## config.mk

```make
export PLATFORM = sky130hd
export DESIGN_NAME = lsl_front
export DESIGN_NICKNAME = d
export VERILOG_FILES = /design/src/rtl/core/lsl_pkg.sv /design/src/rtl/core/lsl_front.sv
export SDC_FILE = /design/constraint.sdc
export NUM_CORES = 1
export LEC_CHECK = 0
export BUFFER_PORTS_ARGS = -buffer_cell sky130_fd_sc_hd__buf_2
export CORE_AREA = 2 2 119 121
export CTS_BUF_LIST = sky130_fd_sc_hd__clkbuf_4
export DETAILED_ROUTE_END_ITERATION = 8
export DIE_AREA = 0 0 121 123
export SLEW_MARGIN = 20
export SYNTH_ARGS = -nofsm -noshare
export SYNTH_HDL_FRONTEND = slang
export SYNTH_SLANG_ARGS = --single-unit
```

## constraint.sdc

```tcl
create_clock -name clk -period 3.25 [get_ports clk]
set_input_delay 0.4875 -clock clk [delete_from_list [all_inputs] [get_ports clk]]
set_output_delay 0.4875 -clock clk [all_outputs]
set_load 0.01 [all_outputs]
```

## src/rtl/core/lsl_pkg.sv

```systemverilog
package lsl_pkg;

	localparam int DICT_ENTRIES = 256;
	localparam int MAX_WORD     = 24;
	localparam int WIN_SIZE     = MAX_WORD + 1;

	localparam int IDX_W = $clog2(DICT_ENTRIES);
	localparam int CA_W  = $clog2(DICT_ENTRIES * MAX_WORD);
	localparam int WI_W  = $clog2(WIN_SIZE);
	localparam int FW    = $clog2(WIN_SIZE + 1);

	localparam logic [3:0] ST_PLAIN  = 4'd0;
	localparam logic [3:0] ST_LINE   = 4'd1;
	localparam logic [3:0] ST_BLOCK  = 4'd2;
	localparam logic [3:0] ST_NUMBER = 4'd5;
	localparam logic [3:0] ST_SINGLE = 4'd7;
	localparam logic [3:0] ST_DOUBLE = 4'd8;
	localparam logic [3:0] ST_BRACE  = 4'd9;
	localparam logic [3:0] ST_MAX    = 4'd9;
	localparam logic [3:0] CTX_IDENT = 4'd10;

	localparam logic [7:0] CH_DQUOTE  = 8'h22;
	localparam logic [7:0] CH_SQUOTE  = 8'h27;
	localparam logic [7:0] CH_DASH    = 8'h2D;
	localparam logic [7:0] CH_LBRACK  = 8'h5B;
	localparam logic [7:0] CH_RBRACK  = 8'h5D;
	localparam logic [7:0] CH_LBRACE  = 8'h7B;
	localparam logic [7:0] CH_RBRACE  = 8'h7D;
	localparam logic [7:0] CH_NEWLINE = 8'h0A;
	localparam logic [7:0] CH_UNDER   = 8'h5F;
	localparam logic [7:0] CH_DOT     = 8'h2E;
	localparam logic [7:0] CH_LOW_E   = 8'h65;
	localparam logic [7:0] CH_UP_E    = 8'h45;

	typedef struct packed {
		logic             is_text;
		logic             first;
		logic             last;
		logic [7:0]       ch;
		logic [3:0]       sctx;
		logic             dict_ok;
		logic [IDX_W-1:0] slot;
		logic [CA_W-1:0]  caddr;
		logic [4:0]       len;
		logic [3:0]       cls;
	} item_t;

	function automatic logic is_digit(input logic [7:0] c);
		return c inside {[8'h30:8'h39]};
	endfunction

	function automatic logic is_alpha(input logic [7:0] c);
		return c inside {[8'h61:8'h7A], [8'h41:8'h5A]};
	endfunction

	function automatic logic is_ident(input logic [7:0] c);
		return is_alpha(c) || is_digit(c) || c == CH_UNDER;
	endfunction

endpackage

```

## src/rtl/core/lsl_front.sv

```systemverilog
module lsl_front import lsl_pkg::*; (
	input  logic       clk,
	input  logic       arst_n,
	input  logic       push,
	output logic       full,
	input  logic       kind,
	input  logic [7:0] char_value,
	input  logic       first_of_range,
	input  logic       last_of_range,
	input  logic [3:0] start_context,
	input  logic [7:0] entry_index,
	input  logic [4:0] entry_pos,
	input  logic [4:0] entry_length,
	input  logic [3:0] entry_class,
	output logic       q_valid,
	output item_t      q_item,
	input  logic       q_take
);

	item_t      buf_q [2];
	logic       wp_q, rp_q;
	logic [1:0] cnt_q;
	item_t      cls_item;
	logic       do_push;

	// Classify the word before it enters the queue.
	always_comb begin
		cls_item.is_text = kind;
		cls_item.first   = first_of_range;
		cls_item.last    = last_of_range;
		cls_item.ch      = char_value;
		cls_item.sctx    = (start_context == ST_BLOCK || start_context == ST_SINGLE ||
		                    start_context == ST_DOUBLE) ? start_context : ST_PLAIN;
		cls_item.dict_ok = (32'(entry_index) < DICT_ENTRIES) && (32'(entry_pos) < MAX_WORD);
		cls_item.slot    = IDX_W'(entry_index);
		cls_item.caddr   = CA_W'(32'(entry_index) * MAX_WORD + 32'(entry_pos));
		cls_item.len     = entry_length;
		cls_item.cls     = entry_class;
	end

	assign full    = cnt_q == 2'd2;
	assign q_valid = cnt_q != 2'd0;
	assign q_item  = buf_q[rp_q];
	assign do_push = push && !full;

	always_ff @(posedge clk) begin
		if (do_push) begin
			buf_q[wp_q] <= cls_item;
		end
	end

	always_ff @(posedge clk or negedge arst_n) begin
		if (!arst_n) begin
			wp_q  <= 1'b0;
			rp_q  <= 1'b0;
			cnt_q <= 2'd0;
		end else begin
			if (do_push) begin
				wp_q <= !wp_q;
			end
			if (q_take && q_valid) begin
				rp_q <= !rp_q;
			end
			cnt_q <= cnt_q + 2'(do_push) - 2'(q_take && q_valid);
		end
	end

endmodule

```

== Yosys cells after proc, flatten, opt, wreduce, memory -nomap -nowiden ==
Memories as Yosys holds them, arrays and structs flattened.
Cells that the tools add are included.
Storage, ports and cells
  register bits: 4
  bits in writable memories: 92
  output and inout bits: 48
  memories: 1
Memory list
  buf_q: words 2, width 46, read ports 1, clocked after memory_dff 0, write ports 1, RTL line lsl_front.sv:20  | item_t buf_q [2];
Operators by class
  add/subtract/negate cells: 3
  $mul: 1
  magnitude comparators: 1
  eq/ne operators: 4
  multiplexer cells: 3
  reduce and logical (&&, ||, !) cells: 8
Operators by type and width (count)
  13-bit by 5-bit adder with 13-bit output: 1
  8-bit by 2-bit multiplier with 10-bit output, second input constant: 1
  5-bit < comparator, second input constant: 1
  4-bit by 2-bit equality test with 1-bit output, second input constant: 1
  4-bit by 3-bit equality test with 1-bit output, second input constant: 1
  4-bit equality test, second input constant: 1
  4-bit two-way mux: 1
  1-bit logical NOT: 3
  2-bit by 1-bit adder with 2-bit output: 1
  2-bit equality test, second input constant: 1
  1-bit logical AND: 2
  1-bit logical OR: 2
  1-bit two-way mux: 2
  2-bit nonzero test: 1
  2-bit by 1-bit subtractor with 2-bit output: 1

== Logic depth before layout (Yosys ltp) ==
  depth after elaboration: 5
  depth in mapped cells: 8
  mapped depth without buffers: 8

== Worst setup path before layout ==
Ideal clock, no wire load.
  path kind: register to register
  start: register cnt_q[1]
  end: memory buf_q[0][0] in the netlist's numbering, enable pin
  library setup time: 0.450 ns
  data arrival time: 2.522 ns
  setup slack: 0.279 ns
  cell stages (with the launch flop): 4
  path buffers: 0
  period minus slack after synthesis: 2.971 ns
  path through: dfrtp_1 nand2b_1 nand2_1 nor2_1
Between the ends
  longest elaborated chain between the ends: 5
Ends and longest elaborated chain
  start: declaration: RTL line lsl_front.sv:22  | logic [1:0] cnt_q;
  start signal: assignment: RTL line lsl_front.sv:64  | cnt_q <= cnt_q + 2'(do_push) - 2'(q_take && q_valid);
  2-bit equality test: RTL line lsl_front.sv:41  | assign full = cnt_q == 2'd2;
  1-bit logical NOT: RTL line lsl_front.sv:44  | assign do_push = push && !full;
  1-bit logical AND: RTL line lsl_front.sv:44
  1-bit two-way mux: RTL line lsl_front.sv:47  | if (do_push) begin
  1-bit two-way mux (not written as such): RTL line lsl_front.sv:48  | buf_q[wp_q] <= cls_item;
  end: declaration: RTL line lsl_front.sv:20
Every way passes these cells.

==> parameters.txt <==
Parameter                              Value

Outcome
  Result of the run ... finished clean

Power and ir drop
  Sequential group share of total power ... 0.511
  P_int ... 2480 uW
  Leakage power total ... 0.00182 uW
  Total net switching power ... 1160 uW
  Gate power share ... 0.341
  Share of power burned in the clock network ... 0.148
  Switching Fraction ... 0.319
  VDD IR-drop max ... 0.268 mV
  Pwr/cell area ... 756 nW/um2

Synth
  Leading cell types by total area after synthesis ... sky130_fd_sc_hd__edfxtp_1 69%, sky130_fd_sc_hd__mux2_2 13%, sky130_fd_sc_hd__ha_1 3.8%, sky130_fd_sc_hd__dfrtp_1 2.5%, sky130_fd_sc_hd__xnor2_1 2.2%
  Syn_nets ... between 200 and 300
  Number of distinct library cell variants in the gate-level netlist after synthesis ... 30
  Area share of the largest cell type after synthesis ... 0.691
  Netlist area before placement ... 4000 um2
  Yosys synthesis warning count ... 0
  Synth Area per Inst ... roughly 18 um2
  Gate count of the mapped netlist ... 221
  Register area share after synthesis ... 0.716
  Yosys reg bits ... 96
  Library cell occupying the most area in the post-synthesis netlist ... sky130_fd_sc_hd__edfxtp_1

Die
  Area of the core ... 13,600 um2
  Horizontal die dimension ... 121 um
  Floorplan die height ... 123 um
  Die area ... roughly 15,000 um2
  # IOs ... 89
  Std-Cell Rows ... 43
  Initial standard-cell utilization of the core ... 0.294

Clock tree
  Clock latency at the later pin of the worst-skew pair ... 460 ps
  TritonCTS clock tree ... done
  Quantity of gates resized following cts ... 0
  CTS sink count ... 96
  Clock-pin slew on the worst setup and hold paths ... 130 ps
  Total number of H-tree levels ... 3
  Clock root buffer master ... sky130_fd_sc_hd__clkbuf_4
  Maximum count of clock buffers along a single path ... 2
  Clock buffers created by TritonCTS ... 9
  Buffers inserted by post-CTS timing repair ... 0
  Count of hold buffers inserted by post-cts repair ... 1

Layout
  Area of the multi-input gates ... ~1100 um2
  Final cell count without fillers ... 505
  Share of final-layout standard cells stronger than drive strength 1 ... 0.483
  Count of antenna diodes in the layout ... 0
  Net total in the final layout ... 375
  Number of fillers in the final layout ... roughly 1,300
  Layout overhead on the synthesized area ... 20.3%
  Area occupied by registers ... 2860 um2

STA
  Setup TNS after final layout ... 0 ps
  Worst slew margin ... 0.488
  Min Clock Period, post-route ... 2660 ps
  Count of endpoints failing hold in the final timing report ... 0
  Final setup violating endpoints ... 0
  Top achievable clock speed ... 0.376 GHz
  Final critical-path share of the clock period ... 0.819
  Final Max Slew Viols ... 0
  Skew final ... 11.6 ps
  Unrepaired setup endpoints after global routing ... no
  Worst-Margin Slew ... 768 ps

Global route
  Total gr overflow ... 0
  Number of antenna violations at the first check in global routing ... 0
  Via count of the first global-routing pass ... roughly 2,200
  Wire length of the first global-routing pass ... 11.1 mm
  Maximum number of pins on one net before global-route repair ... 47
  Global-route total usage across every layer ... 0.102

Placed design
  Port Buf Inserts ... 88
  Total instance count after detailed placement ... 488
  Final weighted congestion of routability-driven global placement ... 0.715
  HPWL after detailed placement ... roughly 4.8 mm

Setup path
  Start of the worst register-to-register path ... cnt_q[1]$_DFF_PN0_
  Setup CP Type ... flip-flop to primary output
  Startpoint kind of the worst setup timing path ... flip-flop
  Maximum net fanout on the critical path ... 30
  Kind of cell adding the most delay to the critical path ... flip-flops
  Worst setup path start ... rp_q$_DFFE_PN0P_
  Data required, critical path ... 2760 ps
  Max incr delay on CP ... between 800 and 900 ps
  Crit-path cells ... buf_4 > mux2_2 > buf_2
  Critical path buffer and inverter count ... 2
  Slowest stage cell, crit path ... sky130_fd_sc_hd__dfrtp_2
  Arrival time at the worst endpoint ... between 2000 and 2500 ps
  Type of element capturing the critical path ... primary output

Job
  Max Cap Violations ... 0

Detailed routing
  Drt wl/cell ... 14.1 um
  Remaining antenna violation count after routing ... 0
  Number of violations reported at the end of detailed-routing iteration 0 ... approximately 120
  Total Routed Length ... 7.11 mm
  Number of remaining DRC errors ... 0
  Post-DR vias/cell ... 4.29
  Detailed-routing iteration count for the pre-antenna-repair pass ... 4
  Number of vias after detailed routing ... ~2,200

Min path
  Kind of path behind the tightest hold check ... input port to flip-flop
  Hold Startpoint ... char_value[1]
[power groups by stage]
stage	combinational, uW	sequential [uW]	clock (uW)
floorplan	850	1800	0
global placement	1260	1880	0
detailed placement	1260	1900	0
CTS	1270	1870	572
global route	1360	1900	612
finish	1240	1860	538
[cells by family (layout without fill, tap and decap cells)]
family,Yosys count,in the layout,share of synthesized area
fa+ha+maj,14,14,0.0475
flops,96,96,0.716
simple gates,24,24,0.0341
compound gates,12,12,0.0213
mux,46,46,0.129
xor+xnor,19,19,0.0416
buf+inv,10,114,0.0103
[state kept, by name, indices dropped and copies added (netlist names)]
name / count
buf_q: 92
cnt_q: 2
rp_q: 1
wp_q: 1
[layout by cell type (no fill, tap or decap), drive strengths merged, types with 2 or more instances in the layout]
master / n
a211oi: 2
a21o: 2
a21oi: 3
and3: 4
and4b: 2
buf: 92
clkbuf: 11
clkinv: 4
dfrtp: 4
edfxtp: 92
fa: 2
ha: 12
inv: 5
mux2: 46
nand2: 4
nor2: 6
o21bai: 2
xnor2: 10
xor2: 9
[path summary, 6_finish.rpt]
path,to,slack (ps),cells after the start
worst max-delay path,q_item[36],590,3
worst min-delay path,buf_q[0][36]$_DFFE_PP_,200,1
worst max register to register,buf_q[0][1]$_DFFE_PP_,1380,4
worst min register to register,cnt_q[1]$_DFF_PN0_,500,1
max in group asynchronous,rp_q$_DFFE_PN0P_,2760,2
min in group asynchronous,cnt_q[0]$_DFF_PN0_,350,2
[layer usage]
layer,global-route usage,part of all wire,vias up
li1,-,-,1042
met1,0.114,0.42,1052
met2,0.171,0.50,60
met3,0.0304,0.055,12
met4,0.0618,0.026,0
met5,0,0,-
[worst register-to-register path, stage by stage (launching register included)]
cell,delay (ps)
sky130_fd_sc_hd__dfrtp_1,420
sky130_fd_sc_hd__nand2b_1,120
sky130_fd_sc_hd__nand2_1,140
sky130_fd_sc_hd__nor2_4,610
sky130_fd_sc_hd__buf_12,290
[synthesized netlist by cell type]
cell	count
sky130_fd_sc_hd__a211oi_1	2
sky130_fd_sc_hd__a21o_1	1
sky130_fd_sc_hd__a21o_2	1
sky130_fd_sc_hd__a21oi_1	3
sky130_fd_sc_hd__a31oi_1	1
sky130_fd_sc_hd__and2_1	1
sky130_fd_sc_hd__and3_1	4
sky130_fd_sc_hd__and4b_1	2
sky130_fd_sc_hd__buf_2	3
sky130_fd_sc_hd__clkbuf_1	2
sky130_fd_sc_hd__dfrtp_1	4
sky130_fd_sc_hd__edfxtp_1	92
sky130_fd_sc_hd__fa_1	2
sky130_fd_sc_hd__ha_1	12
sky130_fd_sc_hd__inv_1	5
sky130_fd_sc_hd__mux2_2	46
sky130_fd_sc_hd__nand2_1	4
sky130_fd_sc_hd__nand2b_1	1
sky130_fd_sc_hd__nand3_1	1
sky130_fd_sc_hd__nand3b_1	1
sky130_fd_sc_hd__nand4_1	1
sky130_fd_sc_hd__nor2_1	6
sky130_fd_sc_hd__nor3b_1	1
sky130_fd_sc_hd__nor4b_1	1
sky130_fd_sc_hd__o21ai_0	1
sky130_fd_sc_hd__o21bai_1	2
sky130_fd_sc_hd__o31ai_2	1
sky130_fd_sc_hd__or2_2	1
sky130_fd_sc_hd__xnor2_1	10
sky130_fd_sc_hd__xor2_1	9
[layout make-up]
cell class,count,area share
sequential,96,0.595
multi-input combinational,115,0.230
timing repair buffer,93,0.102
tap,180,0.0468
clock buffer,11,0.0172
clock inverter,5,0.00494
inverter,5,0.00390
[per-stage QoR]
stage	utilization	setup slack (ps)	total power (uW)	instance area, um2	hold WS [ps]
2_1_floorplan	-	279	2650	4000	192
3_3_place_gp	0.345	557	3140	4700	298
3_5_place_dp	0.345	496	3170	4700	301
4_1_cts	0.354	462	3720	4810	150
5_1_grt	0.354	416	3880	4810	159
6_report	0.354	588	3640	4810	204
Power figures use the tool's default switching activity.
